## src/rtl/core/vdrle_ram.sv

```systemverilog
// Generic single-write, single-read synchronous RAM with registered read data.
// No dependencies.
`default_nettype none

module vdrle_ram #(
    parameter int WIDTH = 8,
    parameter int DEPTH = 16,
    parameter int AW    = (DEPTH > 1) ? $clog2(DEPTH) : 1
) (
    input  wire logic             clk,
    input  wire logic             we,
    input  wire logic [AW-1:0]    wr_addr,
    input  wire logic [WIDTH-1:0] wr_data,
    input  wire logic [AW-1:0]    rd_addr,
    output logic      [WIDTH-1:0] rd_data
);

    logic [WIDTH-1:0] mem [DEPTH];

    always_ff @(posedge clk)
    begin
        if (we)
        begin
            mem[wr_addr] <= wr_data;
        end
        rd_data <= mem[rd_addr];
    end

endmodule

`default_nettype wire

```

## config.mk

```make
export PLATFORM = sky130hd
export DESIGN_NAME = vdrle_ram
export DESIGN_NICKNAME = d
export VERILOG_FILES = /design/src/rtl/core/vdrle_ram.sv
export SDC_FILE = /design/constraint.sdc
export NUM_CORES = 1
export LEC_CHECK = 0
export ABC_AREA = 1
export BUFFER_PORTS_ARGS = -buffer_cell sky130_fd_sc_hd__buf_2
export CORE_MARGIN = 2
export CORE_UTILIZATION = 50
export DETAILED_ROUTE_END_ITERATION = 6
export HOLD_SLACK_MARGIN = 0.06
export PLACE_DENSITY = 0.7
export SYNTH_ARGS = -nofsm -noshare
export SYNTH_HDL_FRONTEND = slang
export SYNTH_SLANG_ARGS = --single-unit
```

## constraint.sdc

```tcl
create_clock -name clk -period 3.4 [get_ports clk]
set_clock_uncertainty 0.15 [all_clocks]
set_input_delay 0 -clock clk [delete_from_list [all_inputs] [get_ports clk]]
set_output_delay 0 -clock clk [all_outputs]
set_load 0.01 [all_outputs]
```

==> summary.txt, run 1 <==
Critical path
  • Setup CP Type: input pin to register
  • CP Max Fanout: 17
  • Worst Setup End Kind: register
  • Setup crit end: rd_data[7]
  • Worst r2r path cells: 8
  • Reg2Reg Setup Slack: 1.22 ns
  • Critical register-to-register path endpoint: rd_data[7]
  • CP Launch Type: input pin
  • Worst path arrival time: 2.62 ns
  • CP Data Required Time: 3.56 ns
  • RR Startpoint: mem[8][7]
  • Worst Setup SP: rd_addr[2]

Cells and area
  • Area of the multi-input gates: 1210 µm²
  • Most common cell after layout, fill and taps aside: nand2_1
  • Final Cell Area: 6650 µm²
  • Most frequent cells in the layout: 173 x nand2_1, 128 x edfxtp_1, 100 x inv_1
  • Seq. cell area: 4000 µm²
  • Area growth from synthesis to layout: 15.2%
  • Share of post-route cells with drive strength above 1: 10.0%
  • Diode count: 0
  • Fill count: 929
  • Fin cells: 741
  • Post-layout net count: 603

Clock network
  • CTS sink count: 136
  • H-Tree Depth: 4
  • Worst-path clk slew: 0.06 ns
  • Clock Latency Late Sink: 0.42 ns
  • # Post-CTS Setup Buffers: 0
  • Post-CTS Resized: 0
  • CTS root buf: clkbuf_16
  • CTS tree: yes
  • CTS Buffer Depth: 2
  • Num CTS Buffers: 17

Run status
  • Status: complete, no violations

Global route
  • Remaining global-route overflow: 0
  • Initial antenna violation count: 0
  • Largest net degree at the start of global routing: 65
  • Global-route wire length before repair: 19500 µm
  • Total track usage: 21.1%
  • Vias in the first global route: 3665

Min path
  • HP Class: input pin to register

STA
  • Endpoints failing setup: 0
  • Achievable frequency: 406 MHz
  • Final Critical Period: 2.46 ns
  • Worst-margin pin slew: 1.11 ns
  • Hold violation total from the final report: 0
  • Setup ws final: 0.939 ns
  • Crit share post-route: 72.4%
  • Final count of pins violating max slew: 0
  • RSZ-0062 raised after global routing: no
  • Post-Route Setup TNS: 0 ns
  • Slew margin rel.: 25.6%

Power and ir drop
  • VDD IR-drop max: 0.000363 V
  • Power density cells: 599 nW/µm²
  • Leakage: 0.00285 µW

Die
  • Die area: 12400 µm²
  • Die W: 111 µm
  • Core ar.: 11300 µm²
  • Num ports: 26
  • DIE HEIGHT: 111 µm
  • Starting Density: 50.9%
  • Row count: 39

Job
  • Max cap viols: 0

Placement
  • Global placer's final weighted congestion: 0.856
  • DP Cell Count: 696
  • Cell Area, Placed: 5910 µm²
  • Port Buffers: 25
  • Detailed-placement wirelength estimate: 7560 µm
  • Place WS: 1.55 ns

Logic synthesis
  • Dominant cells by area after synthesis: edfxtp_1 67%, nand2_1 11%, nand3_1 8.4%, inv_1 6.5%, dfxtp_1 2.8%
  • Area leader, netlist: edfxtp_1
  • Post-synthesis cell count: 551
  • Yosys reg bits: 136
  • Seq/Total Area, Yosys: 69.4%
  • Cell Area, Synth: 5770 µm²
  • Post-synth top area share: 66.7%
  • Synth warnings: 0
  • Syn Area/Cell: 10.5 µm²
  • Syn nets: 569
  • Distinct cells, synth: 12

Route
  • Routed Antenna Nets: 0
  • DRT Pass-1 Iters: 6
  • Via-to-Cell Ratio: 5.22
  • DRC viols: 0
  • Vias: 3867
  • Drt first-iter violations: 253
  • Avg WL per Cell: 17.3 µm
  • Routed Wire Length: 12800 µm
[registers in the layout (all words and copies together), names as in the netlist]
name and flops:
mem 128, rd_data 8
[cell usage after synthesis (all sizes together)]
master and instances:
buf 24, edfxtp 128, inv 102, nand2 173, nand3 97, nand3b 2
dfxtp 8, nor2 17
[where the power goes]
group / switching [µW] / internal [µW]
clock network: 704 / 1150
registers: 12.6 / 1870
logic: 164 / 69.9
[worst min-delay path by stage]
stage | from | to | cells past startpoint
2_1_floorplan | wr_data[0] | mem[0][0] | 0
3_3_place_gp | rd_addr[3] | rd_data[7] | 3
3_5_place_dp | rd_addr[3] | rd_data[7] | 3
4_1_cts | wr_addr[3] | mem[1][4] | 4
5_1_grt | wr_addr[3] | mem[1][6] | 4
6_report | wr_addr[3] | mem[1][7] | 4
[cell type report]
| cell class | instances | share of cell area (%) |
|---|---|---|
| Clock buffer | 17 | 6.40 |
| Clock inverter | 15 | 2.67 |
| Inverter | 102 | 5.76 |
| Multi-Input combinational cell | 289 | 18.3 |
| Sequential cell | 136 | 60.3 |
| Tap cell | 143 | 2.69 |
| Timing Repair Buffer | 39 | 3.95 |
[logic make-up after synthesis]
family | share of synthesized area, %
buffers and inverters | 9.52
flip-flops | 69.4
AND/OR/NAND/NOR | 21.0
[critical path: stages]
cell	delay, ns
dlygate4sd3_1	0.53
buf_2	0.25
inv_1	0.47
nand3_1	0.15
nand3_1	0.08
dlygate4sd3_1	0.54
nand2_1	0.05
dlygate4sd3_1	0.54
[what timing repair did]
action                                  in CTS  in global routing
endpoints found under the setup margin       0                  0
hold endpoints to repair                   152                  0
hold buffers                                13                  0
[layer usage]
metal / up-vias / track usage (%) / wire, µm
met2: 156 / 34.9 / 6410
met4: 0 / 10.5 / 401
met3: 29 / 5.72 / 884
met5: - / 0 / 0
li1: 1840 / - / -
met1: 1842 / 25.8 / 5130
[per-stage QoR]
stage          hold slack (ns)  util, %  total power [µW]
6_report                0.0816     58.7              3980
5_1_grt                  0.113     58.7              4060
4_1_cts                 0.0682     58.7              3990
3_5_place_dp             0.220     52.2              2140
3_3_place_gp             0.223     52.2              2140
2_1_floorplan          -0.0511        -              2060
Power figures use the tool's default switching activity.
==> run 2: changes to the inputs <==
==> constraint.sdc (replaced) <==
create_clock -name clk -period 2.3 [get_ports clk]
set_clock_uncertainty 0.15 [all_clocks]
set_input_delay 0 -clock clk [delete_from_list [all_inputs] [get_ports clk]]
set_output_delay 0 -clock clk [all_outputs]
set_load 0.01 [all_outputs]
==> summary.txt, run 2 (same netlist as run 1, synthesis figures left out) <==
Die
  • Num ports: 26 (unchanged)
  • Row count: 39 (unchanged)
  • Core ar.: 11300 µm² (unchanged)
  • Die area: 12400 µm² (unchanged)
  • Starting Density: 50.9% (unchanged)
  • DIE HEIGHT: 111 µm (unchanged)
  • Die W: 111 µm (unchanged)

STA
  • Final count of pins violating max slew: 0 (unchanged)
  • RSZ-0062 raised after global routing: no (unchanged)
  • Post-Route Setup TNS: 0 ns (unchanged)
  • Slew margin rel.: 44.4% (was 25.6%)
  • Crit share post-route: 92.2%
  • Hold violation total from the final report: 0 (unchanged)
  • Achievable frequency: 472 MHz
  • Final Critical Period: 2.12 ns
  • Worst-margin pin slew: 0.831 ns (was 1.11 ns)
  • Endpoints failing setup: 0 (unchanged)

Cells and area
  • Share of post-route cells with drive strength above 1: 10.4% (was 10.0%)
  • Largest register FFs: 128 (unchanged)
  • Fin cells: 756 (was 741)
  • Area growth from synthesis to layout: 18.1% (was 15.2%)
  • Seq. cell area: 4000 µm² (unchanged)
  • Biggest register: mem (unchanged)
  • Largest regs: mem (128), rd_data (8) (unchanged)
  • Diode count: 0 (unchanged)
  • Most common cell after layout, fill and taps aside: nand2_1 (unchanged)
  • Area of the multi-input gates: 1210 µm² (unchanged)
  • Post-layout net count: 618 (was 603)
  • Fill count: 921 (was 929)
  • Most frequent cells in the layout: 173 x nand2_1, 128 x edfxtp_1, 100 x inv_1 (unchanged)

Global route
  • Initial antenna violation count: 0 (unchanged)
  • Global-route wire length before repair: 20400 µm (was 19500 µm)
  • Vias in the first global route: 3850 (was 3665)
  • Remaining global-route overflow: 0 (unchanged)
  • Total track usage: 22.0% (was 21.1%)
  • Largest net degree at the start of global routing: 43 (was 65)

Critical path
  • RR Startpoint: mem[9][6] (was mem[8][7])
  • Reg2Reg Setup Slack: 0.18 ns (was 1.22 ns)
  • Worst Setup End Kind: register (unchanged)
  • CP Data Required Time: 2.45 ns (was 3.56 ns)
  • Worst r2r path cells: 8 (unchanged)
  • CP Max Fanout: 1 (was 17)
  • CP Launch Type: register (was input pin)
  • Setup CP Type: register to register (was input pin to register)
  • Worst path arrival time: 2.27 ns (was 2.62 ns)
  • Worst Setup SP: mem[9][6] (was rd_addr[2])
  • Critical register-to-register path endpoint: rd_data[6] (was rd_data[7])

Clock network
  • CTS sink count: 136 (unchanged)
  • CTS tree: yes (unchanged)
  • Clock Latency Late Sink: 0.42 ns (about the same)
  • Worst-path clk slew: 0.06 ns (about the same)
  • CTS root buf: clkbuf_16 (unchanged)
  • Num CTS Buffers: 17 (unchanged)
  • H-Tree Depth: 4 (unchanged)
  • CTS Buffer Depth: 2 (unchanged)
  • Post-CTS Resized: 0 (unchanged)

Min path
  • Hold Crit Endpoint: rd_data[2] (was mem[1][7])
  • Hold path startpoint: rd_addr[0] (was wr_addr[3])
  • Hold depth: 7 (was 4)
  • HP Class: input pin to register (unchanged)

Run status
  • Status: complete, no violations (unchanged)

Power and ir drop
  • Sequential share of power: 46.5% (was 47.5%)
  • Clock power share: 47.4% (was 46.7%)
  • Power density cells: 879 nW/µm² (was 599 nW/µm²)
  • VDD IR-drop max: 0.000787 V (was 0.000363 V)
  • Combinational share of power: 6.1% (was 5.9%)
  • Internal power: 4730 µW (was 3100 µW)
  • Leakage: 0.00293 µW (was 0.00285 µW)
  • Psw: 1260 µW (was 880 µW)
  • Switching share of power: 21.0% (was 22.1%)

Route
  • DRT Pass-1 Iters: 5 (was 6)
  • Avg WL per Cell: 16.8 µm (was 17.3 µm)
  • DRC viols: 0 (unchanged)
  • Vias: 3926 (was 3867)
  • Routed Antenna Nets: 0 (unchanged)
  • Drt first-iter violations: 334 (was 253)
  • Routed Wire Length: 12700 µm (was 12800 µm)
  • Via-to-Cell Ratio: 5.19 (was 5.22)

Placement
  • Global placer's final weighted congestion: 0.897 (was 0.856)
  • Port Buffers: 25 (unchanged)
  • DP Cell Count: 703 (was 696)
  • Detailed-placement wirelength estimate: 7750 µm (was 7560 µm)

Job
  • Max cap viols: 0 (unchanged)
==> run 2: cell types whose count changed in the layout (fill, tap and decap cells not counted), sizes merged <==
cell         before  now
dlygate4sd3      13   21
buf              26   33
clkbuf           17   20
clkinvlp          5    3
bufinv            3    4
clkinv            5    4
inv             104  103
==> run 2: through the flow <==
step	util, %	setup slack (ns)	hold slack [ns]	area [µm²]	power (µW)
2_1_floorplan	-	1.20	-0.0511	5770	3040
3_3_place_gp	52.8	0.831	0.221	5980	3160
3_5_place_dp	52.8	0.759	0.217	5980	3170
4_1_cts	60.1	0.186	0.0634	6810	6020
5_1_grt	60.1	0.0663	0.133	6810	6160
6_report	60.1	0.180	0.0818	6810	5990
==> run 2: power groups by stage <==
stage	sequential [µW]	clock [µW]	combinational [µW]
2_1_floorplan	2840	0	195
3_3_place_gp	2830	0	326
3_5_place_dp	2840	0	332
4_1_cts	2790	2870	364
5_1_grt	2790	2960	403
6_report	2790	2840	363
==> run 2: critical path, stage by stage (launching register included) <==
cell and delay [ns]:
edfxtp_1 0.36, inv_1 0.06, nand2_1 0.05, nand3_1 0.10, nand3_1 0.09, nand3_1 0.08
dlygate4sd3_1 0.55, nand2_1 0.04, dlygate4sd3_1 0.54
==> run 2: cell type report <==
type                       count  share of cell area [%]
tap                          143                    2.63
inverter                     102                    5.62
clock inverter                12                    2.55
timing repair buffer          54                    5.99
clock buffer                  20                    6.56
sequential                   136                    58.8
multi-input combinational    289                    17.8
==> run 2: per-layer routing <==
layer	global-route usage, %	up-vias	wire length, µm
li1	-	1869	-
met1	28.5	1874	5230
met2	35.6	154	6340
met3	5.12	29	795
met4	10.0	0	360
met5	0	-	0
==> run 2: worst max path at each step <==
| stage | endpoint | slack, ns | depth (start not counted) |
|---|---|---|---|
| final | rd_data[6] | 0.18 | 8 |
| after global routing | mem[0][4] | 0.07 | 6 |
| after CTS | rd_data[6] | 0.19 | 8 |
| after detailed placement | mem[10][5] | 0.76 | 3 |
| after global placement | mem[10][4] | 0.83 | 3 |
| after floorplan | mem[10][0] | 1.20 | 2 |
==> run 2: timing repair <==
item                                   4_1_cts  5_1_grt
hold buffers                                21        0
endpoints found under the hold margin      176        0
setup buffers                                0        0
