**config.mk**
```make
export PLATFORM = sky130hd
export DESIGN_NAME = vdrle_packer
export DESIGN_NICKNAME = d
export VERILOG_FILES = /design/src/rtl/core/vdrle_pkg.sv /design/src/rtl/core/vdrle_packer.sv
export SDC_FILE = /design/constraint.sdc
export NUM_CORES = 1
export LEC_CHECK = 0
export CAP_MARGIN = 20
export CORE_MARGIN = 2
export CORE_UTILIZATION = 40
export DETAILED_ROUTE_END_ITERATION = 16
export DONT_BUFFER_PORTS = 1
export GPL_TIMING_DRIVEN = 0
export PLACE_DENSITY = 0.59
export SYNTH_ARGS = -nofsm -noshare
export SYNTH_HDL_FRONTEND = slang
export SYNTH_SLANG_ARGS = --single-unit
```
**constraint.sdc**
```tcl
create_clock -name clk -period 1.8 [get_ports clk]
set_input_delay 0.09 -clock clk [delete_from_list [all_inputs] [get_ports clk]]
set_output_delay 0.09 -clock clk [all_outputs]
set_load 0.02 [all_outputs]
```
**src/rtl/core/vdrle_pkg.sv**
```systemverilog
// Shared types and constants for the vertical delta run-length encoder.
// No dependencies; every other RTL file except vdrle_ram refers to this package by scoped names.
`default_nettype none

package vdrle_pkg;

    localparam int MAX_WIDTH_DEF = 2048;
    localparam int MAX_RUN_DEF   = 127;
    localparam int CFG_W         = 12;
    localparam int BYTE_W        = 8;
    localparam int RUN_W         = 7;
    localparam logic [CFG_W-1:0] WIDTH_RESET = 12'd16;

    typedef enum logic [1:0] {
        KIND_NONE,
        KIND_ZERO,
        KIND_LIT
    } kind_t;

    typedef enum logic [1:0] {
        PH_OLD,
        PH_MAIN,
        PH_EOP,
        PH_DONE
    } phase_t;

    typedef enum logic [2:0] {
        ST_IDLE,
        ST_RES,
        ST_PLAN,
        ST_HDR,
        ST_LIT,
        ST_EXTRA
    } state_t;

    // byte stream from the sequencer to the packer
    typedef struct packed {
        logic              push;
        logic [BYTE_W-1:0] data;
        logic              finish;
    } byte_req_t;

    typedef struct packed {
        logic byte_ready;
        logic finish_ready;
    } pack_stat_t;

endpackage

`default_nettype wire

```
**src/rtl/core/vdrle_packer.sv**
```systemverilog
// Packs the coded byte stream into pairs and holds one result in an output register.
// Depends on vdrle_pkg.
`default_nettype none

module vdrle_packer (
    input  wire logic                   clk,
    input  wire logic                   rst_n,
    input  wire vdrle_pkg::byte_req_t   req,
    output vdrle_pkg::pack_stat_t       stat,
    output logic                        out_valid,
    input  wire logic                   out_ready,
    output logic [vdrle_pkg::BYTE_W-1:0] first_byte,
    output logic [vdrle_pkg::BYTE_W-1:0] second_byte,
    output logic                        second_valid,
    output logic                        last_of_run
);

    typedef enum logic [1:0] {
        FILL_EMPTY,
        FILL_HALF,
        FILL_FULL
    } fill_t;

    fill_t                        fill_reg, fill_next;
    logic [vdrle_pkg::BYTE_W-1:0] st_first_reg, st_first_next;
    logic [vdrle_pkg::BYTE_W-1:0] st_second_reg, st_second_next;
    logic                         out_valid_reg, out_valid_next;
    logic [vdrle_pkg::BYTE_W-1:0] out_first_reg, out_first_next;
    logic [vdrle_pkg::BYTE_W-1:0] out_second_reg, out_second_next;
    logic                         out_sv_reg, out_sv_next;
    logic                         out_last_reg, out_last_next;
    logic                         out_free;
    logic                         load_out;

    assign out_free = !out_valid_reg || out_ready;
    assign stat.byte_ready   = (fill_reg != FILL_FULL) || out_free;
    assign stat.finish_ready = (fill_reg == FILL_EMPTY) || out_free;

    // a staged pair leaves only when the next byte or the end of the item is known,
    // so the last result of an item can carry its flag
    assign load_out = out_free &&
                      ((req.push && fill_reg == FILL_FULL) ||
                       (req.finish && fill_reg != FILL_EMPTY));

    always_comb
    begin
        fill_next      = fill_reg;
        st_first_next  = st_first_reg;
        st_second_next = st_second_reg;
        if (req.push && stat.byte_ready)
        begin
            case (fill_reg)
                FILL_EMPTY:
                begin
                    st_first_next = req.data;
                    fill_next     = FILL_HALF;
                end
                FILL_HALF:
                begin
                    st_second_next = req.data;
                    fill_next      = FILL_FULL;
                end
                default:
                begin
                    st_first_next = req.data;
                    fill_next     = FILL_HALF;
                end
            endcase
        end
        else if (req.finish && stat.finish_ready)
        begin
            fill_next = FILL_EMPTY;
        end
    end

    always_comb
    begin
        out_valid_next  = out_valid_reg;
        out_first_next  = out_first_reg;
        out_second_next = out_second_reg;
        out_sv_next     = out_sv_reg;
        out_last_next   = out_last_reg;
        if (load_out)
        begin
            out_valid_next  = 1'b1;
            out_first_next  = st_first_reg;
            out_sv_next     = (fill_reg == FILL_FULL);
            out_second_next = (fill_reg == FILL_FULL) ? st_second_reg : '0;
            out_last_next   = req.finish;
        end
        else if (out_ready)
        begin
            out_valid_next = 1'b0;
        end
    end

    always_ff @(posedge clk or negedge rst_n)
    begin
        if (!rst_n)
        begin
            fill_reg      <= FILL_EMPTY;
            out_valid_reg <= 1'b0;
        end
        else
        begin
            fill_reg      <= fill_next;
            out_valid_reg <= out_valid_next;
        end
    end

    always_ff @(posedge clk)
    begin
        st_first_reg   <= st_first_next;
        st_second_reg  <= st_second_next;
        out_first_reg  <= out_first_next;
        out_second_reg <= out_second_next;
        out_sv_reg     <= out_sv_next;
        out_last_reg   <= out_last_next;
    end

    assign out_valid    = out_valid_reg;
    assign first_byte   = out_first_reg;
    assign second_byte  = out_second_reg;
    assign second_valid = out_sv_reg;
    assign last_of_run  = out_last_reg;

endmodule

`default_nettype wire

```
==> results of run 1 <==
power breakdown:
| group | switching, W | internal [W] |
|---|---|---|
| combinational | 0.000243 | 0.000130 |
| sequential | 0.000278 | 0.00127 |
| clock | 0.000236 | 0.000193 |
cell type report:
type,count,area [sq um]
Timing Repair Buffer,13,130.1
Multi-Input combinational cell,25,180.2
Buffer,1,11.26
Fill cell,273,1518
Sequential cell,37,1096
Inverter,1,3.754
Clock buffer,8,58.81
Tap cell,44,55.05
timing repair:
item,CTS,global route
hold buffers,13,0
gates resized for setup,1,0
hold endpoints to repair,23,0
endpoints found under the setup margin,18,0
cell usage after synthesis:
master,n
a211o_1,1
a21oi_1,1
a311oi_2,1
and2_1,8
and2b_2,1
and3_2,1
buf_6,1
dfrtp_1,3
edfxtp_1,34
inv_1,1
nand2_1,1
nand2b_1,3
nand4bb_2,1
nor2_1,1
nor2_2,1
nor2b_1,2
o21ai_0,1
o21ai_1,1
o22ai_1,1
cells by family (layout without fill, tap and decap cells):
family                 after synthesis  in the layout
AOI/OAI and AO/OA                    6              6
buffers and inverters                2             23
DFF                                 37             37
and+or+nand+nor                     19             19
metrics by stage:
step	util, %	instance area [sq um]	setup TNS, ns
2_1_floorplan	-	1286	0
3_3_place_gp	43.93	1341	-0.6264
3_5_place_dp	43.93	1341	-1.156
4_1_cts	50.29	1535	0
5_1_grt	50.29	1535	0
6_report	50.29	1535	0
tightest hold or removal path, stage by stage:
cell	delay, ns
nor2b_1	0.11
o22ai_1	0.13
nand2_1	0.09
per-layer routing:
metal | part of all wire (%) | vias to the layer above
met5 | 0 | -
met4 | 0.92 | 0
met1 | 39 | 288
met2 | 53 | 28
li1 | - | 280
met3 | 6.9 | 4
worst paths after layout:
check,startpoint,endpoint,slack [ns],cells past startpoint
min in group asynchronous,rst_n,out_valid$_DFFE_PN0P_,0.54,2
min,req[9],out_valid$_DFFE_PN0P_,0.13,3
min reg2reg,st_first_reg[0]$_DFFE_PP_,first_byte[0]$_DFFE_PP_,0.42,0
max,out_valid$_DFFE_PN0P_,first_byte[4]$_DFFE_PP_,0.23,2
max reg2reg,out_valid$_DFFE_PN0P_,first_byte[4]$_DFFE_PP_,0.23,2
max in group asynchronous,rst_n,fill_reg[0]$_DFFE_PN0P_,1.12,2
==> results.json, run 1 <==
{
  "rows": 20,
  "synthAdderAreaFrac_pct": 0,
  "post-dp-hpwl_mm": 1.162,
  "tightest_slew_ns": 0.6500,
  "crit_path_end_kind": "register",
  "cts.path.max_buffers": 2,
  "use_met2_pct": 18.89,
  "layout_common_cells": "edfxtp_1 (34), dlygate4sd3_1 (13), and2_1 (8)",
  "io_buffers": 0,
  "num_vias": 600,
  "die_w_um": 60.65,
  "post_cts_buffers": 0,
  "cpPeakStageDelay_ns": 0.50,
  "skew_ns": 0.006434,
  "yosys_warnings": 0,
  "powerDensity_nw_per_um2": 1528,
  "start_util_pct": 42.05,
  "syn2layout_area_growth_pct": 19.59,
  "clk_latency_ns": 0.32,
  "rsz0062_at_grt": "false",
  "synth_top_area_share_pct": 79.53,
  "avgSynthCellArea_sq_um": 20.06,
  "setup_viol_count_final": 0,
  "finalPower_w": 0.002347,
  "dieArea_sq_um": 3678,
  "drt_iter0_drc": 14,
  "dp_slack_ns": -0.06544,
  "path_cells": "and2b_2, nor2_4",
  "grt_pass1_wl_mm": 2.794,
  "syn_inst": 64,
  "hold_slack_ns": 0.1341,
  "cp_top_family": "simple AND/OR/NAND/NOR gates",
  "coreArea_sq_um": 3053,
  "cts.sinks": 37,
  "timing.critical_path.buf_inv": 0,
  "post_drt_wl_per_cell_um": 14.28,
  "muxShareOfSynthArea_pct": 0,
  "place.gp.congestion": 0.6100,
  "synth_simple_gate_area_share_pct": 9.942,
  "setup_slack_ns": 0.2276,
  "critPathLaunchType": "register",
  "diodes": 0,
  "worstHoldPathType": "primary input to register",
  "wl_mm": 1.842,
  "drc_errors": 0,
  "critical_path_arrival_ns": 1.54,
  "grt_remaining_overflow": 0,
  "hold_viol_final": 0,
  "synth_top_family_by_area": "simple AND/OR/NAND/NOR gates",
  "drt-pass1-iter-count": 3,
  "status": "finished, final reports clean",
  "synth_compound_area_share_pct": 3.509,
  "cp_slowest_cell": "dfrtp_1",
  "synthDistinctLibCells": 19,
  "top_usage_layer": "met2",
  "routed_via_density": 4.651,
  "synth_xor_area_share_pct": 0,
  "final_common_cell": "edfxtp_1",
  "antenna_found_initial": 0,
  "dp.cells": 108,
  "yosys-top-cells-area": "edfxtp_1 (80%), dfrtp_1 (5.8%), and2_1 (3.9%)",
  "post-route-min-period_ns": 1.572,
  "cts_root_buf": "clkbuf_4",
  "drive_above_1_share_pct": 15.29,
  "fin_nets": 97,
  "syn_nets": 77,
  "cp_max_fo": 18,
  "critical_path_class": "register to register",
  "drv_slew": 0,
  "grt_use_met3_pct": 7.249,
  "leakage_nw": 0.5289,
  "fin_cells": 129,
  "relSlewSlack_pct": 56.21,
  "finalCritPeriodShare_pct": 87.36,
  "yosys.area.top_type": "edfxtp_1",
  "ir_drop_uv": 617.6,
  "yosysSeqAreaShare_pct": 85.38,
  "h-tree-depth": 2,
  "ioPinCount": 34,
  "synthesis.area_sq_um": 1284,
  "grt_use_total_pct": 11.78,
  "grt_max_degree": 19,
  "grt_pass1_vias": 586,
  "antenna_left": 0,
  "use_met1_pct": 11.79,
  "cts_tree": "built",
  "path_clk_slew_ns": 0.10,
  "max_freq_mhz": 636.0,
  "die_h_um": 60.65,
  "worstPathRequired_ns": 1.77,
  "drv_cap": 0,
  "ys_ff_latch": 37,
  "cts_buffers": 5
}
(Power assumes the default switching activity.)
==> run 2, diff against run 1 <==
--- a/config.mk
+++ b/config.mk
@@ -11,7 +11,7 @@
 export DETAILED_ROUTE_END_ITERATION = 16
 export DONT_BUFFER_PORTS = 1
 export GPL_TIMING_DRIVEN = 0
-export PLACE_DENSITY = 0.59
+export PLACE_DENSITY = 0.57
 export SYNTH_ARGS = -nofsm -noshare
 export SYNTH_HDL_FRONTEND = slang
 export SYNTH_SLANG_ARGS = --single-unit
==> constraint.sdc (replaced) <==
create_clock -name clk -period 2 [get_ports clk]
set_input_delay 0.1 -clock clk [delete_from_list [all_inputs] [get_ports clk]]
set_output_delay 0.1 -clock clk [all_outputs]
set_load 0.02 [all_outputs]
==> run 2 against run 1 <==
  * Wire length shrank 5.4%
  * Register-to-register slack worse by 0.03 ns
  * Sequential cell count did not move
  * Cell area is 1.5% lower
  * First-iteration DRC count down 29%
  * Total power decreased by 12%
  * Critical endpoint is now first_byte[2]$_DFFE_PP_
  * Critical path depth unchanged
==> results.json, run 2 (same netlist as run 1, synthesis figures left out) <==
{
  "status": "finished, final reports clean",
  "cp_top_family": "simple AND/OR/NAND/NOR gates",
  "cts_root_buf": "clkbuf_4",
  "die_w_um": 60.65,
  "relSlewSlack_pct": 43.34,
  "clk_latency_ns": 0.32,
  "num-fill-cells": 283,
  "fin_nets": 96,
  "max_freq_mhz": 553.5,
  "num_vias": 585,
  "crit_path_end_kind": "register",
  "ir_drop_uv": 752.7,
  "met1_length_um": 719,
  "io_buffers": 0,
  "worstPathRequired_ns": 1.95,
  "grt_use_total_pct": 11.21,
  "final_util_pct": 49.51,
  "drt_iter0_drc": 10,
  "coreArea_sq_um": 3053,
  "critical_path_class": "register to register",
  "route.met2.wl_um": 885,
  "place.gp.congestion": 0.6295,
  "grt_max_degree": 19,
  "dp_slack_ns": 0.1701,
  "ctsHoldBuffers": 11,
  "final_common_cell": "edfxtp_1",
  "dieArea_sq_um": 3678,
  "start_util_pct": 42.05,
  "drt-pass1-iter-count": 4,
  "leakage_nw": 0.5206,
  "grt_pass1_wl_mm": 2.635,
  "path_cells": "and2b_2, nor2_2",
  "powerDensity_nw_per_um2": 1366,
  "drc_errors": 0,
  "routed_via_density": 4.570,
  "wl_mm": 1.743,
  "layout_common_cells": "edfxtp_1 (34), dlygate4sd3_1 (12), and2_1 (8)",
  "antenna_left": 0,
  "grt_remaining_overflow": 0,
  "cp_max_fo": 18,
  "critical_path_arrival_ns": 1.76,
  "antenna_found_initial": 0,
  "fin_area_sq_um": 1511,
  "rsz0062_at_grt": "false",
  "critPathLaunchType": "register",
  "worstHoldPathType": "primary input to register",
  "post-dp-hpwl_mm": 1.139,
  "cpPeakStageDelay_ns": 0.67,
  "path_clk_slew_ns": 0.09,
  "drv_cap": 0,
  "highest-signal-layer": "met4",
  "drv_slew": 0,
  "skew_ns": 0.007228,
  "syn2layout_area_growth_pct": 17.74,
  "cts.path.max_buffers": 2,
  "hold_viol_final": 0,
  "cts.sinks": 37,
  "post-route-min-period_ns": 1.807,
  "timing.critical_path.buf_inv": 0,
  "post_dp_cell_area_sq_um": 1341,
  "cp_slowest_cell": "nor2_2",
  "met3WireLength_um": 111,
  "setup_viol_count_final": 0,
  "diodes": 0,
  "setup_slack_ns": 0.1933,
  "fin_cells": 128,
  "cts_tree": "built",
  "h-tree-depth": 2,
  "cts-resized-gates": 0,
  "rows": 20,
  "finalCritPeriodShare_pct": 90.34,
  "post_cts_buffers": 0,
  "hold_slack_ns": 0.02112,
  "die_h_um": 60.65,
  "tightest_slew_ns": 0.8489,
  "cts_buffers": 5,
  "post_drt_wl_per_cell_um": 13.62,
  "ioPinCount": 34,
  "drive_above_1_share_pct": 15.48,
  "dp.cells": 108,
  "grt_pass1_vias": 564
}
run 2: per-layer routing:
metal,global-route usage [%],vias to the layer above
met5,0,-
met4,6.522,0
met3,6.823,4
met2,17.36,28
met1,11.69,276
li1,-,277
run 2: path summary, 6_finish.rpt:
check | from | to | slack, ns | cells past startpoint
setup reg to reg | out_valid$_DFFE_PN0P_ | first_byte[2]$_DFFE_PP_ | 0.19 | 2
hold reg to reg | st_first_reg[4]$_DFFE_PP_ | first_byte[4]$_DFFE_PP_ | 0.42 | 0
hold / removal | out_ready | out_valid$_DFFE_PN0P_ | 0.02 | 2
min in group asynchronous | rst_n | out_valid$_DFFE_PN0P_ | 0.57 | 2
setup / recovery | out_valid$_DFFE_PN0P_ | first_byte[2]$_DFFE_PP_ | 0.19 | 2
max in group asynchronous | rst_n | fill_reg[0]$_DFFE_PN0P_ | 1.28 | 2
run 2: area by class of cell:
class	instances	area [sq um]	share of cell area [%]
inverter	1	3.754	0.2483
multi-input combinational	25	175.2	11.59
sequential	37	1096	72.52
clock buffer	7	45.04	2.980
tap	44	55.05	3.642
clock inverter	1	5.005	0.3311
buffer	1	11.26	0.7450
timing repair buffer	12	120.1	7.947
run 2: through the flow:
stage | TNS (ns) | total power [W]
floorplan | 0 | 0.001619
global placement | -4.622 | 0.001707
detailed placement | 0 | 0.001723
CTS | 0 | 0.002094
global route | 0 | 0.002190
finish | 0 | 0.002064
run 2: power by group:
group	switching [W]	internal, W	total (W)
combinational	0.000210	0.000112	0.000322
sequential	0.000250	0.00114	0.00139
clock	0.000212	0.000137	0.000349
total	0.000672	0.00139	0.00206
==> run 3, diff against run 2 <==
--- a/config.mk
+++ b/config.mk
@@ -11,6 +11,7 @@
 export DETAILED_ROUTE_END_ITERATION = 16
 export DONT_BUFFER_PORTS = 1
 export GPL_TIMING_DRIVEN = 0
+export MAX_ROUTING_LAYER = met4
 export PLACE_DENSITY = 0.57
 export SYNTH_ARGS = -nofsm -noshare
 export SYNTH_HDL_FRONTEND = slang
==> run 3 against run 2 <==
  * Sequential power about the same
  * Sequential share of layout area unchanged
  * Cell count stayed put
  * Largest power group unchanged
  * Critical path depth stayed put
  * Worst setup slack is essentially flat
  * Fmax about the same
  * Highest routed layer unchanged
  * Via count rose by 0.34%
  * Combinational power is essentially flat
  * Sequential cell count unchanged
  * Total power about the same
  * Critical endpoint unchanged
  * Count of clock-buffer cells in the layout did not move
  * Clock power about the same
==> results.json, run 3 (same netlist as run 1, synthesis figures left out) <==
{
  "status": "finished, final reports clean",
  "drc_errors": 0,
  "p_sw_share_pct": 32.56,
  "routed_via_density": 4.586,
  "rsz0062_at_grt": "false",
  "ir_drop_uv": 752.6,
  "skew_ns": 0.008080,
  "reg2reg_depth": 2,
  "cpPeakStageDelay_ns": 0.67,
  "crit_path_end_kind": "register",
  "critical_path_arrival_ns": 1.76,
  "cts_buffers": 5,
  "finalCritPeriodShare_pct": 90.34,
  "timing.critical_path.buf_inv": 0,
  "dieArea_sq_um": 3678,
  "place.gp.congestion": 0.6344,
  "hold_viol_final": 0,
  "drive_above_1_share_pct": 15.48,
  "grt_use_total_pct": 11.62,
  "fin_nets": 96,
  "post_drt_wl_per_cell_um": 13.57,
  "h-tree-depth": 2,
  "antenna_left": 0,
  "post_cts_buffers": 0,
  "cts.path.max_buffers": 2,
  "cts_root_buf": "clkbuf_4",
  "syn2layout_area_growth_pct": 17.74,
  "grt_pass1_vias": 562,
  "clk_latency_ns": 0.32,
  "rows": 20,
  "grt_remaining_overflow": 0,
  "power_switching_w": 0.0006720,
  "powerDensity_nw_per_um2": 1365,
  "hold_end": "out_valid$_DFFE_PN0P_",
  "r2r-start": "out_valid$_DFFE_PN0P_",
  "setup_viol_count_final": 0,
  "cp_top_family": "simple AND/OR/NAND/NOR gates",
  "power.share.clock_pct": 17.0,
  "finalPower_w": 0.002064,
  "num-fill-cells": 283,
  "cts_tree": "built",
  "ff2ff_setup_slack_ns": 0.19,
  "comb_power_share_pct": 15.6,
  "final_common_cell": "edfxtp_1",
  "min-delay-start": "out_ready",
  "drv_slew": 0,
  "tightest_slew_ns": 0.8489,
  "wl_mm": 1.737,
  "leakage_nw": 0.5206,
  "io_buffers": 0,
  "path_cells": "and2b_2, nor2_2",
  "grt_max_degree": 19,
  "relSlewSlack_pct": 43.34,
  "antenna_found_initial": 0,
  "die_h_um": 60.65,
  "holdPathStages": 2,
  "worstPathRequired_ns": 1.95,
  "ioPinCount": 34,
  "seqPwrFrac_pct": 67.4,
  "cp_slowest_cell": "nor2_2",
  "path_clk_slew_ns": 0.09,
  "num_vias": 587,
  "worstHoldPathType": "primary input to register",
  "grt_pass1_wl_mm": 2.649,
  "layout_common_cells": "edfxtp_1 (34), dlygate4sd3_1 (12), and2_1 (8)",
  "drt-pass1-iter-count": 4,
  "diodes": 0,
  "fin_area_sq_um": 1511,
  "critical_path_class": "register to register",
  "reg2reg_to": "first_byte[2]$_DFFE_PP_",
  "cts.sinks": 37,
  "drt_iter0_drc": 8,
  "die_w_um": 60.65,
  "cp_max_fo": 18,
  "p_int_w": 0.001392,
  "max_freq_mhz": 553.5,
  "post-route-min-period_ns": 1.807,
  "coreArea_sq_um": 3053,
  "drv_cap": 0,
  "start_util_pct": 42.05,
  "post-dp-hpwl_mm": 1.139,
  "post_dp_cell_area_sq_um": 1341,
  "critPathLaunchType": "register"
}
==> run 3: cell counts in the layout (fill, tap and decap cells not counted) <==
No cell type changed its count.
==> run 3: how the worst max path moves through the flow <==
stage / from / to / slack (ns) / depth (start not counted)
after floorplan: out_valid$_DFFE_PN0P_ / first_byte[0]$_DFFE_PP_ / 0.11 / 2
after global routing: out_valid$_DFFE_PN0P_ / first_byte[2]$_DFFE_PP_ / 0.03 / 2
after CTS: out_valid$_DFFE_PN0P_ / second_byte[2]$_SDFFCE_PP0P_ / 0.15 / 2
after detailed placement: out_valid$_DFFE_PN0P_ / first_byte[4]$_DFFE_PP_ / 0.17 / 2
final: out_valid$_DFFE_PN0P_ / first_byte[2]$_DFFE_PP_ / 0.19 / 2
after global placement: out_valid$_DFFE_PN0P_ / first_byte[1]$_DFFE_PP_ / -0.26 / 2
==> run 3: final cells by class <==
cell class | count | area (sq um) | area share [%]
buffer | 1 | 11.26 | 0.7450
clock buffer | 7 | 45.04 | 2.980
clock inverter | 1 | 5.005 | 0.3311
inverter | 1 | 3.754 | 0.2483
multi-input combinational | 25 | 175.2 | 11.59
sequential | 37 | 1096 | 72.52
tap | 44 | 55.05 | 3.642
timing repair buffer | 12 | 120.1 | 7.947
==> run 3: power groups by stage <==
stage	registers, W	logic (W)	clock network, W
after floorplan	0.00138	0.000235	0
after global placement	0.00141	0.000300	0
after detailed placement	0.00141	0.000309	0
after CTS	0.00140	0.000329	0.000369
after global routing	0.00142	0.000362	0.000404
final	0.00139	0.000322	0.000350
==> run 3: worst reg2reg max path, stage by stage, from the launching register on <==
cell and delay [ns]:
dfrtp_1 0.50, and2b_2 0.27, nor2_2 0.67
==> run 3: per-stage QoR <==
stage	util [%]	hold WS (ns)	setup slack, ns	TNS (ns)	instances
after floorplan	-	-0.1956	0.1057	0	64
after global placement	43.85	-0.1955	-0.2575	-4.622	108
after detailed placement	43.93	-0.1955	0.1701	0	108
after CTS	49.18	0.001948	0.1520	0	127
after global routing	49.51	0.007285	0.02978	0	128
final	49.51	0.02054	0.1932	0	128
==> run 3: routing by layer <==
| metal | GRT usage [%] | share of wire (%) | up-vias |
|---|---|---|---|
| li1 | - | - | 277 |
| met1 | 11.83 | 41 | 277 |
| met2 | 17.36 | 50 | 29 |
| met3 | 6.823 | 6.6 | 4 |
| met4 | 6.522 | 1.6 | 0 |
| met5 | - | 0 | - |
==> run 3: repair_timing <==
action / in CTS / in global routing
hold buffers: 11 / 1
hold endpoints to repair: 22 / 3
gates resized for setup: 0 / 0
