**src/rtl/core/vdrle_pkg.sv**
```systemverilog
// Shared types and constants for the vertical delta run-length encoder.
// No dependencies; every other RTL file except vdrle_ram refers to this package by scoped names.
`default_nettype none

package vdrle_pkg;

    localparam int MAX_WIDTH_DEF = 2048;
    localparam int MAX_RUN_DEF   = 127;
    localparam int CFG_W         = 12;
    localparam int BYTE_W        = 8;
    localparam int RUN_W         = 7;
    localparam logic [CFG_W-1:0] WIDTH_RESET = 12'd16;

    typedef enum logic [1:0] {
        KIND_NONE,
        KIND_ZERO,
        KIND_LIT
    } kind_t;

    typedef enum logic [1:0] {
        PH_OLD,
        PH_MAIN,
        PH_EOP,
        PH_DONE
    } phase_t;

    typedef enum logic [2:0] {
        ST_IDLE,
        ST_RES,
        ST_PLAN,
        ST_HDR,
        ST_LIT,
        ST_EXTRA
    } state_t;

    // byte stream from the sequencer to the packer
    typedef struct packed {
        logic              push;
        logic [BYTE_W-1:0] data;
        logic              finish;
    } byte_req_t;

    typedef struct packed {
        logic byte_ready;
        logic finish_ready;
    } pack_stat_t;

endpackage

`default_nettype wire

```
**src/rtl/core/vdrle_ctrl.sv**
```systemverilog
// Sequencer: row-store read-modify-write, run state, literal store and byte emission.
// Depends on vdrle_pkg; drives the two RAM instances and the packer from the top level.
`default_nettype none

module vdrle_ctrl #(
    parameter int MAX_WIDTH = vdrle_pkg::MAX_WIDTH_DEF,
    parameter int MAX_RUN   = vdrle_pkg::MAX_RUN_DEF,
    parameter int ROW_AW    = (MAX_WIDTH > 1) ? $clog2(MAX_WIDTH) : 1,
    parameter int LIT_AW    = (MAX_RUN - 1 > 1) ? $clog2(MAX_RUN - 1) : 1
) (
    input  wire logic                          clk,
    input  wire logic                          rst_n,
    input  wire logic                          in_valid,
    output logic                               in_ready,
    input  wire logic [vdrle_pkg::BYTE_W-1:0]  pixel,
    input  wire logic                          end_of_plane,
    input  wire logic [vdrle_pkg::CFG_W-1:0]   line_width,
    output logic                               row_we,
    output logic [ROW_AW-1:0]                  row_wr_addr,
    output logic [vdrle_pkg::BYTE_W-1:0]       row_wr_data,
    output logic [ROW_AW-1:0]                  row_rd_addr,
    input  wire logic [vdrle_pkg::BYTE_W-1:0]  row_rd_data,
    output logic                               lit_we,
    output logic [LIT_AW-1:0]                  lit_wr_addr,
    output logic [vdrle_pkg::BYTE_W-1:0]       lit_wr_data,
    output logic [LIT_AW-1:0]                  lit_rd_addr,
    input  wire logic [vdrle_pkg::BYTE_W-1:0]  lit_rd_data,
    output vdrle_pkg::byte_req_t               req,
    input  wire vdrle_pkg::pack_stat_t         stat
);

    localparam int RUN_W = vdrle_pkg::RUN_W;
    localparam int BW    = vdrle_pkg::BYTE_W;
    localparam int CMP_W = ((vdrle_pkg::CFG_W > ROW_AW + 1) ? vdrle_pkg::CFG_W : ROW_AW + 1) + 1;

    vdrle_pkg::state_t state_reg, state_next;
    vdrle_pkg::phase_t phase_reg, phase_next;
    vdrle_pkg::kind_t  run_kind_reg, run_kind_next;
    vdrle_pkg::kind_t  res_kind_reg, res_kind_next;
    logic [RUN_W-1:0]  run_count_reg, run_count_next;
    logic [ROW_AW-1:0] column_reg, column_next;
    logic              first_row_reg, first_row_next;
    logic [BW-1:0]     pixel_reg, pixel_next;
    logic              eop_reg, eop_next;
    logic [BW-1:0]     res_reg, res_next;
    logic [BW-1:0]     hdr_reg, hdr_next;
    logic [RUN_W-1:0]  lits_reg, lits_next;
    logic              extra_reg, extra_next;
    logic [RUN_W-1:0]  lit_idx_reg, lit_idx_next;

    logic [CMP_W-1:0]  width_lim;
    logic [CMP_W-1:0]  col_inc;
    logic              wrap;
    logic [BW-1:0]     res_calc;
    logic              hit;
    logic              lit_last;

    function automatic logic [BW-1:0] hdr_byte(input vdrle_pkg::kind_t k,
                                               input logic [RUN_W-1:0] c);
        hdr_byte = {(k == vdrle_pkg::KIND_LIT), c};
    endfunction

    // effective width: 0 acts as 1, anything above the store depth as the depth
    always_comb
    begin
        if (line_width == '0)
        begin
            width_lim = CMP_W'(1);
        end
        else if (CMP_W'(line_width) > CMP_W'(MAX_WIDTH))
        begin
            width_lim = CMP_W'(MAX_WIDTH);
        end
        else
        begin
            width_lim = CMP_W'(line_width);
        end
    end

    assign col_inc  = CMP_W'(column_reg) + CMP_W'(1);
    assign wrap     = col_inc >= width_lim;
    assign res_calc = first_row_reg ? pixel_reg : pixel_reg - row_rd_data;
    // a run at MAX_RUN-1 entries closes with the current byte
    assign hit      = run_count_reg >= RUN_W'(MAX_RUN - 1);
    assign lit_last = lit_idx_reg == (lits_reg - RUN_W'(1));

    // next state and datapath registers
    always_comb
    begin
        state_next     = state_reg;
        phase_next     = phase_reg;
        run_kind_next  = run_kind_reg;
        res_kind_next  = res_kind_reg;
        run_count_next = run_count_reg;
        column_next    = column_reg;
        first_row_next = first_row_reg;
        pixel_next     = pixel_reg;
        eop_next       = eop_reg;
        res_next       = res_reg;
        hdr_next       = hdr_reg;
        lits_next      = lits_reg;
        extra_next     = extra_reg;
        lit_idx_next   = lit_idx_reg;
        unique case (state_reg)
            vdrle_pkg::ST_IDLE:
            begin
                if (in_valid)
                begin
                    pixel_next = pixel;
                    eop_next   = end_of_plane;
                    state_next = vdrle_pkg::ST_RES;
                end
            end
            vdrle_pkg::ST_RES:
            begin
                res_next      = res_calc;
                res_kind_next = (res_calc == '0) ? vdrle_pkg::KIND_ZERO : vdrle_pkg::KIND_LIT;
                if (eop_reg)
                begin
                    column_next    = '0;
                    first_row_next = 1'b1;
                end
                else if (wrap)
                begin
                    column_next    = '0;
                    first_row_next = 1'b0;
                end
                else
                begin
                    column_next = ROW_AW'(col_inc);
                end
                phase_next = vdrle_pkg::PH_OLD;
                state_next = vdrle_pkg::ST_PLAN;
            end
            vdrle_pkg::ST_PLAN:
            begin
                unique case (phase_reg)
                    vdrle_pkg::PH_OLD:
                    begin
                        phase_next = vdrle_pkg::PH_MAIN;
                        if (run_kind_reg != vdrle_pkg::KIND_NONE && run_kind_reg != res_kind_reg)
                        begin
                            hdr_next       = hdr_byte(run_kind_reg, run_count_reg);
                            lits_next      = (run_kind_reg == vdrle_pkg::KIND_LIT)
                                             ? run_count_reg : '0;
                            extra_next     = 1'b0;
                            run_kind_next  = vdrle_pkg::KIND_NONE;
                            run_count_next = '0;
                            state_next     = vdrle_pkg::ST_HDR;
                        end
                    end
                    vdrle_pkg::PH_MAIN:
                    begin
                        phase_next = vdrle_pkg::PH_EOP;
                        if (hit)
                        begin
                            hdr_next       = hdr_byte(res_kind_reg, RUN_W'(MAX_RUN));
                            lits_next      = (res_kind_reg == vdrle_pkg::KIND_LIT)
                                             ? run_count_reg : '0;
                            extra_next     = (res_kind_reg == vdrle_pkg::KIND_LIT);
                            run_kind_next  = vdrle_pkg::KIND_NONE;
                            run_count_next = '0;
                            state_next     = vdrle_pkg::ST_HDR;
                        end
                        else
                        begin
                            run_kind_next  = res_kind_reg;
                            run_count_next = run_count_reg + RUN_W'(1);
                        end
                    end
                    vdrle_pkg::PH_EOP:
                    begin
                        phase_next = vdrle_pkg::PH_DONE;
                        if (eop_reg && run_kind_reg != vdrle_pkg::KIND_NONE)
                        begin
                            hdr_next       = hdr_byte(run_kind_reg, run_count_reg);
                            lits_next      = (run_kind_reg == vdrle_pkg::KIND_LIT)
                                             ? run_count_reg : '0;
                            extra_next     = 1'b0;
                            run_kind_next  = vdrle_pkg::KIND_NONE;
                            run_count_next = '0;
                            state_next     = vdrle_pkg::ST_HDR;
                        end
                    end
                    vdrle_pkg::PH_DONE:
                    begin
                        if (stat.finish_ready)
                        begin
                            state_next = vdrle_pkg::ST_IDLE;
                        end
                    end
                    default:
                    begin
                        phase_next = vdrle_pkg::PH_DONE;
                    end
                endcase
            end
            vdrle_pkg::ST_HDR:
            begin
                if (stat.byte_ready)
                begin
                    lit_idx_next = '0;
                    if (lits_reg != '0)
                    begin
                        state_next = vdrle_pkg::ST_LIT;
                    end
                    else if (extra_reg)
                    begin
                        state_next = vdrle_pkg::ST_EXTRA;
                    end
                    else
                    begin
                        state_next = vdrle_pkg::ST_PLAN;
                    end
                end
            end
            vdrle_pkg::ST_LIT:
            begin
                if (stat.byte_ready)
                begin
                    if (lit_last)
                    begin
                        state_next = extra_reg ? vdrle_pkg::ST_EXTRA : vdrle_pkg::ST_PLAN;
                    end
                    else
                    begin
                        lit_idx_next = lit_idx_reg + RUN_W'(1);
                    end
                end
            end
            vdrle_pkg::ST_EXTRA:
            begin
                if (stat.byte_ready)
                begin
                    state_next = vdrle_pkg::ST_PLAN;
                end
            end
            default:
            begin
                state_next = vdrle_pkg::ST_IDLE;
            end
        endcase
    end

    // outputs
    always_comb
    begin
        in_ready    = (state_reg == vdrle_pkg::ST_IDLE);
        row_rd_addr = column_reg;
        row_we      = (state_reg == vdrle_pkg::ST_RES);
        row_wr_addr = column_reg;
        row_wr_data = pixel_reg;
        lit_we      = (state_reg == vdrle_pkg::ST_PLAN) && (phase_reg == vdrle_pkg::PH_MAIN) &&
                      !hit && (res_kind_reg == vdrle_pkg::KIND_LIT);
        lit_wr_addr = run_count_reg[LIT_AW-1:0];
        lit_wr_data = res_reg;
        // read one ahead while the current literal is taken; the header state primes entry 0
        lit_rd_addr = '0;
        req.push    = 1'b0;
        req.data    = hdr_reg;
        req.finish  = (state_reg == vdrle_pkg::ST_PLAN) && (phase_reg == vdrle_pkg::PH_DONE);
        unique case (state_reg)
            vdrle_pkg::ST_HDR:
            begin
                req.push = 1'b1;
                req.data = hdr_reg;
            end
            vdrle_pkg::ST_LIT:
            begin
                req.push    = 1'b1;
                req.data    = lit_rd_data;
                lit_rd_addr = (stat.byte_ready && !lit_last)
                              ? LIT_AW'(lit_idx_reg + RUN_W'(1))
                              : LIT_AW'(lit_idx_reg);
            end
            vdrle_pkg::ST_EXTRA:
            begin
                req.push = 1'b1;
                req.data = res_reg;
            end
            default:
            begin
                req.push = 1'b0;
            end
        endcase
    end

    always_ff @(posedge clk or negedge rst_n)
    begin
        if (!rst_n)
        begin
            state_reg     <= vdrle_pkg::ST_IDLE;
            phase_reg     <= vdrle_pkg::PH_OLD;
            run_kind_reg  <= vdrle_pkg::KIND_NONE;
            run_count_reg <= '0;
            column_reg    <= '0;
            first_row_reg <= 1'b1;
            lit_idx_reg   <= '0;
        end
        else
        begin
            state_reg     <= state_next;
            phase_reg     <= phase_next;
            run_kind_reg  <= run_kind_next;
            run_count_reg <= run_count_next;
            column_reg    <= column_next;
            first_row_reg <= first_row_next;
            lit_idx_reg   <= lit_idx_next;
        end
    end

    always_ff @(posedge clk)
    begin
        pixel_reg    <= pixel_next;
        eop_reg      <= eop_next;
        res_reg      <= res_next;
        res_kind_reg <= res_kind_next;
        hdr_reg      <= hdr_next;
        lits_reg     <= lits_next;
        extra_reg    <= extra_next;
    end

endmodule

`default_nettype wire

```
**config.mk**
```make
export PLATFORM = sky130hd
export DESIGN_NAME = vdrle_ctrl
export DESIGN_NICKNAME = d
export VERILOG_FILES = /design/src/rtl/core/vdrle_pkg.sv /design/src/rtl/core/vdrle_ctrl.sv
export SDC_FILE = /design/constraint.sdc
export NUM_CORES = 1
export LEC_CHECK = 0
export ABC_CLOCK_PERIOD_IN_PS = 4200
export BUFFER_PORTS_ARGS = -buffer_cell sky130_fd_sc_hd__buf_2
export CAP_MARGIN = 30
export CORE_ASPECT_RATIO = 0.5
export CORE_UTILIZATION = 54
export DETAILED_ROUTE_END_ITERATION = 10
export GPL_ROUTABILITY_DRIVEN = 0
export PLACE_DENSITY = 0.82
export SLEW_MARGIN = 40
export SYNTH_ARGS = -nofsm -noshare
export SYNTH_HDL_FRONTEND = slang
export SYNTH_SLANG_ARGS = --single-unit
```
**constraint.sdc**
```tcl
create_clock -name clk -period 4.2 [get_ports clk]
set_input_delay 1.26 -clock clk [delete_from_list [all_inputs] [get_ports clk]]
set_output_delay 1.26 -clock clk [all_outputs]
set_load 0.03 [all_outputs]
```
==> results of run 1 <==
[power groups by stage]
stage / combinational (mW) / clock [mW] / sequential [mW]
2_1_floorplan: 0.459 / 0 / 0.823
3_5_place_dp: 0.596 / 0 / 0.844
6_report: 0.597 / 0.700 / 0.834
4_1_cts: 0.598 / 0.716 / 0.832
3_3_place_gp: 0.582 / 0 / 0.843
5_1_grt: 0.666 / 0.736 / 0.842
[layer usage]
metal | up-vias | track usage (%)
li1 | 1867 | -
met1 | 1822 | 29.6
met2 | 105 | 41.3
met3 | 13 | 5.74
met4 | 0 | 8.62
met5 | - | 0
[Yosys cell counts (all sizes together) (9+ instances only)]
cell type	instances
nor3	11
nor2b	19
nor2	29
ha	28
a21oi	9
inv	23
o21ai	46
o31ai	9
edfxtp	35
or2	9
dfrtp	32
buf	12
nand2	65
clkbuf	15
nand3	17
mux2i	12
and3	12
xor2	17
a22o	9
[how the worst min path moves through the flow]
stage | cells after the start | from | to | slack [ns]
after CTS | 2 | run_kind_reg[1]$_DFFE_PN0P_ | run_kind_reg[1]$_DFFE_PN0P_ | 0.55
after global routing | 2 | run_kind_reg[1]$_DFFE_PN0P_ | run_kind_reg[1]$_DFFE_PN0P_ | 0.60
after detailed placement | 2 | run_kind_reg[1]$_DFFE_PN0P_ | run_kind_reg[1]$_DFFE_PN0P_ | 0.54
final | 2 | run_kind_reg[1]$_DFFE_PN0P_ | run_kind_reg[1]$_DFFE_PN0P_ | 0.56
after floorplan | 1 | eop_reg$_DFFE_PP_ | first_row_reg$_DFFE_PN1P_ | 0.49
after global placement | 2 | run_kind_reg[1]$_DFFE_PN0P_ | run_kind_reg[1]$_DFFE_PN0P_ | 0.53
[critical path, cell delays in order, from the launching register on]
cell and delay, ns:
sky130_fd_sc_hd__edfxtp_1 0.42, sky130_fd_sc_hd__inv_1 0.11, sky130_fd_sc_hd__ha_1 0.21, sky130_fd_sc_hd__nor3b_4 0.26
sky130_fd_sc_hd__a21oi_1 0.11, sky130_fd_sc_hd__o2111ai_2 0.29, sky130_fd_sc_hd__o31ai_4 0.15, sky130_fd_sc_hd__or3_2 0.43
sky130_fd_sc_hd__a21oi_1 0.15, sky130_fd_sc_hd__buf_2 0.21
[final cells by class]
cell class	instances	area [µm²]	share of cell area [%]
clock buffers	12	256	4.84
clock inverters	4	23.8	0.449
inverters	23	86.3	1.63
multi-input cells	356	2360	44.5
flip-flops and latches	68	1880	35.5
well taps	112	140	2.65
repair buffers	109	556	10.5
[metrics by stage]
stage	instance area, µm²	total power [mW]	util (%)	cells	worst slack (ns)
finish	5300	2.13	66.2	684	0.279
global route	5300	2.24	66.2	684	0.00612
CTS	5290	2.15	66.2	684	0.223
detailed placement	5010	1.44	62.7	668	0.386
global placement	5010	1.42	62.7	668	0.462
floorplan	4470	1.28	-	474	0.606
[layout by cell type, fill, tap and decap left out, types with 17 or more instances in the layout]
master                     netlist  final
sky130_fd_sc_hd__o21ai_0        44     44
sky130_fd_sc_hd__nor2_1         27     27
sky130_fd_sc_hd__dfrtp_1        32     32
sky130_fd_sc_hd__inv_1          23     23
sky130_fd_sc_hd__ha_1           28     28
sky130_fd_sc_hd__nand2_1        65     65
sky130_fd_sc_hd__nand3_1        17     17
sky130_fd_sc_hd__edfxtp_1       35     35
sky130_fd_sc_hd__xor2_1         17     17
sky130_fd_sc_hd__nor2b_1        19     19
sky130_fd_sc_hd__buf_2           0    105
[cell families after synthesis]
logic type,Yosys count,synth area share [%]
AOI/OAI and AO/OA,101,15.1
xor gates and xnor gates,25,4.90
adders and majority gates,29,8.28
buffers and inverters,50,5.29
DFF,68,42.0
muxes,16,3.69
and+or+nand+nor,185,20.8
==> flow_summary.ini, run 1 <==
[cts]
cts.repair_timing.setup_buffer_count = 0
cts_inserted_buffers = 9
clock_root_buffer = sky130_fd_sc_hd__clkbuf_16
holdBufCountCts = 0
tritoncts_num_sinks = 68
cts_resized = 0
clock_tree.buffer_depth = 2
worst_skew_pair.late_latency_ns = 0.33
ctsHtreeMaxLevel = 3
tritoncts = done
path_clk_slew_ns = 0.05

[die]
fp.dieW_um = 131
design.core.area_mm2 = 0.00800
initial_utilization_pct = 55.9
dieArea_mm2 = 0.00867
io-pin-count = 107
die_y_extent_um = 66.3
num_rows = 23

[grt]
first_pass_grt_wire_length_um = 15800
track_usage_pct = 24.0
gr-total-overflow = 0
grt_pass1_vias = 3340
antenna_found_initial = 0
grt_max_degree = 34

[finish]
finish.net_count = 638
num_antenna_cells = 0
layout-area-overhead-vs-synth_pct = 18.5
drive_gt1_share_pct = 25.9
largest_register_ff_count = 11
nFillCells = 655

[synth]
synth-edff-count = 35
synthesis.instances = 474
synth-seq-cells = 68
synth.largest_area_cell = sky130_fd_sc_hd__edfxtp_1
yosys_most_used_dff = sky130_fd_sc_hd__edfxtp_1
average_cell_area_after_synthesis_um2 = 9.43
synth_async_sr_flop_share_pct = 48.5
synth_top_cells_by_area = sky130_fd_sc_hd__edfxtp_1 24%, sky130_fd_sc_hd__dfrtp_1 18%, sky130_fd_sc_hd__ha_1 7.8%
synth_sequential_area_ratio_pct = 42.0
yosysWarnings = 0
count_of_different_cell_masters_after_synthesis = 64
syn-num-nets = 545
synth.cell_area_mm2 = 0.00447
post-synth-top-area-fraction_pct = 23.5

[drt]
met2_length_um = 4920
met1_length_um = 4520
finalWirelength_um = 10100
route.detailed.drc = 0
top_layer = met4
detail_route.first_pass.iterations = 5
postRouteAntennaNets = 0
vias_per_cell = 5.57
avgRoutedWirePerCell_um = 14.7
via_count = 3807
drt_first_iter_violations = 187
met3_length_um = 520

[setup_path]
cp_data_arrival_time_ns = 2.66
worst_setup_path_startpoint = lits_reg[0]$_DFFE_PP_
worstReg2RegEnd = row_rd_addr[0]$_DFFE_PN0P_
crit_path_start_kind = register
critPathCaptureType = output port
reg2reg_slack_ns = 0.55
worst-r2r-cell-count = 12
critical_path.endpoint = lit_rd_addr[5]
crit_path_max_fanout = 9
worstPathRequired_ns = 2.94
reg2reg_from = row_rd_addr[0]$_DFFE_PN0P_
criticalPathCategory = register to output port

[power]
worst_ir_drop_vdd_mv = 0.248
power_density_mw_per_mm2 = 402
switching_share_pct = 34.2
switching_power_mw = 0.728
sequentialPowerShare_pct = 39.1
power.leakage_nw = 2.44
relative_contribution_of_the_clock_network_to_total_power_pct = 32.8
cellInternalPower_mw = 1.40
p_comb_share_pct = 28.0

[timing]
worst_case_headroom_to_the_max_slew_limit_pct = 48.6
unrepaired_setup_endpoints_after_global_routing = false
min_hold_slack_ns = 0.557
fmaxAchievable_mhz = 255
min_period_ns = 3.92
setup_violations = 0
timing_worst_slew_pin_value_ns = 0.772
hold_viol = 0
timing.setup.tns_ns = 0
slew_viols_final = 0
fin_crit_sh_pct = 93.4
finClkSkew_ns = 0.00699

[outcome]
run_status = completed

[placed_design]
placement.io_buffers = 106
detailedPlacementHpwl_um = 7470

[run]
drv_cap = 0

[min_path]
worstHoldPathType = register to register
No activity file was read; power rests on OpenSTA's default activity.
==> run 2, diff against run 1 <==
- ABC_CLOCK_PERIOD_IN_PS: 4200 -> 3160
- CORE_UTILIZATION: 54 -> 49
- CTS_CLUSTER_SIZE: unset -> 12
- PLACE_DENSITY: 0.82 -> 0.79
- clock period: 4.2 -> 3.16 ns (I/O delays scaled with it)
==> run 2 against run 1 <==
  * The flow now finishes with violations (setup timing)
  * First-iteration DRC count grew 25%
  * Flip-flop and latch count stayed put
  * Critical path depth rose by 2
  * Die area grew 10%
  * Critical path type unchanged
==> flow_summary.ini, run 2 (synthesis gave the netlist of run 1 again) <==
[outcome]
run_status = complete, but fails checks
failed_checks = setup timing

[cts]
path_clk_slew_ns = 0.05
clock_tree.buffer_depth = 2
tritoncts_num_sinks = 68
tritoncts = done
holdBufCountCts = 0
cts_inserted_buffers = 9
clock_root_buffer = sky130_fd_sc_hd__clkbuf_16
worst_skew_pair.late_latency_ns = 0.33
ctsHtreeMaxLevel = 3

[setup_path]
cp_cell_sequence = inv_2 > ha_4 > nor3b_4 > buf_4 > a21oi_2 > o2111ai_4 > buf_6 > o31ai_4 > xor2_1 > nor2_1 > buf_4
reg2reg_from = lits_reg[0]$_DFFE_PP_
critical_path.max_stage_delay_ns = 0.36
worst-r2r-cell-count = 23
criticalPathCategory = register to output port
crit_path_start_kind = register
crit_path_max_fanout = 4
cp_data_arrival_time_ns = 2.46
reg2reg_slack_ns = -0.20
crit_slowest_cell = sky130_fd_sc_hd__edfxtp_1
path_common_cell = sky130_fd_sc_hd__buf_4
critPathCaptureType = output port
worstReg2RegEnd = lit_idx_reg[3]$_DFFE_PN0P_
worstPathRequired_ns = 2.21

[drt]
route.detailed.drc = 0
detail_route.first_pass.iterations = 4
avgRoutedWirePerCell_um = 15.4
vias_per_cell = 5.48
via_count = 4026
drt_first_iter_violations = 234
finalWirelength_um = 11300
postRouteAntennaNets = 0

[timing]
fmaxAchievable_mhz = 294
min_period_ns = 3.41
timing.setup.tns_ns = -1.67
unrepaired_setup_endpoints_after_global_routing = true
timing_worst_slew_pin_value_ns = 0.533
hold_viol = 0
postLayoutSetupSlackWorst_ns = -0.247
setup_violations = 9
finClkSkew_ns = 0.00763
fin_crit_sh_pct = 108
min_hold_slack_ns = 0.566
worst_case_headroom_to_the_max_slew_limit_pct = 64.5
slew_viols_final = 0

[power]
power.leakage_nw = 2.64
p_comb_share_pct = 35.4
cellInternalPower_mw = 1.97
sequentialPowerShare_pct = 35.6
relative_contribution_of_the_clock_network_to_total_power_pct = 29.0
power_density_mw_per_mm2 = 527
switching_share_pct = 35.9
worst_ir_drop_vdd_mv = 0.649
switching_power_mw = 1.11

[finish]
most_common_library_cell_in_the_layout_ignoring_fill_and_taps = sky130_fd_sc_hd__buf_2
layout-area-overhead-vs-synth_pct = 30.8
drive_gt1_share_pct = 34.8
num_antenna_cells = 0
nFillCells = 684
largest_register_ff_count = 11
finish.net_count = 684
layout.core_utilization_pct = 66.7
top_library_cells_by_usage_in_the_layout_fill_and_taps_aside = 98 x sky130_fd_sc_hd__buf_2, 58 x sky130_fd_sc_hd__nand2_1, 42 x sky130_fd_sc_hd__o21ai_0

[grt]
track_usage_pct = 24.5
antenna_found_initial = 0
gr-total-overflow = 0
grt_max_degree = 34
first_pass_grt_wire_length_um = 17900
grt_pass1_vias = 3759

[die]
die_y_extent_um = 69.5
io-pin-count = 107
fp.dieW_um = 137
initial_utilization_pct = 51.0
num_rows = 24
design.core.area_mm2 = 0.00877
dieArea_mm2 = 0.00953

[placed_design]
detailedPlacementHpwl_um = 7510
post-place-ws_ns = -0.0301
placement.io_buffers = 106

[min_path]
worstHoldPathType = primary input to async pin

[run]
drv_cap = 0
[run 2: changes by cell type in the layout (fill, tap and decap cells not counted), sizes merged]
cell and delta:
buf +45, clkinvlp +1, clkbuf -1, o31ai +1
[run 2: critical path: cells and delay by family, from the launching register on]
| kind | cells | cell delay (ns) |
|---|---|---|
| compound gates | 3 | 0.65 |
| xor+xnor | 1 | 0.19 |
| fa+ha+maj | 1 | 0.16 |
| buf+inv | 4 | 0.54 |
| flops | 1 | 0.36 |
| simple gates | 2 | 0.22 |
[run 2: power groups by stage]
| stage | combinational (mW) | sequential, mW | clock, mW |
|---|---|---|---|
| 6_report | 1.09 | 1.10 | 0.893 |
| 5_1_grt | 1.18 | 1.11 | 0.945 |
| 4_1_cts | 1.04 | 1.09 | 0.902 |
| 3_5_place_dp | 0.883 | 1.10 | 0 |
| 3_3_place_gp | 0.866 | 1.10 | 0 |
| 2_1_floorplan | 0.642 | 1.09 | 0 |
[run 2: how the worst max path moves through the flow]
stage,start,endpoint,slack (ns),cells after the start
6_report,lits_reg[0]$_DFFE_PP_,lit_rd_addr[0],-0.25,11
3_3_place_gp,lits_reg[0]$_DFFE_PP_,lit_rd_addr[5],0.03,9
5_1_grt,lits_reg[0]$_DFFE_PP_,lit_rd_addr[0],-0.37,10
2_1_floorplan,lit_wr_addr[0]$_DFFE_PN0P_,lit_we,0.005,5
4_1_cts,lits_reg[1]$_DFFE_PP_,lit_rd_addr[3],-0.16,10
3_5_place_dp,lits_reg[0]$_DFFE_PP_,lit_rd_addr[5],-0.03,9
[run 2: area by class of cell]
type	count	area [µm²]	share of cell area, %
clock buffer	11	233	3.98
clock inverter	5	28.8	0.492
multi-input combinational	357	2500	42.7
sequential	68	1880	32.2
tap	117	146	2.50
inverter	23	86.3	1.48
timing repair buffer	154	975	16.7
[run 2: metrics by stage]
| step | power (mW) | cells | area, µm² |
|---|---|---|---|
| floorplan | 1.74 | 474 | 4480 |
| global placement | 1.97 | 686 | 5120 |
| detailed placement | 1.99 | 686 | 5120 |
| CTS | 3.02 | 730 | 5740 |
| global route | 3.23 | 735 | 5850 |
| finish | 3.08 | 735 | 5850 |
[run 2: per-layer routing]
layer	global-route usage, %	up-vias	routed length, µm	share of wire [%]
met4	8.55	0	185	1.6
met5	0	-	0	0
li1	-	1967	-	-
met2	40.2	139	5550	49
met1	31.5	1896	5030	44
met3	5.92	24	554	4.9
[run 2: repair_timing]
item / 4_1_cts / 5_1_grt
pin swaps: 13 / 14
endpoints found under the setup margin: 7 / 21
resized for setup: 37 / 18
buffers inserted: 27 / 6
cloned: 1 / 0
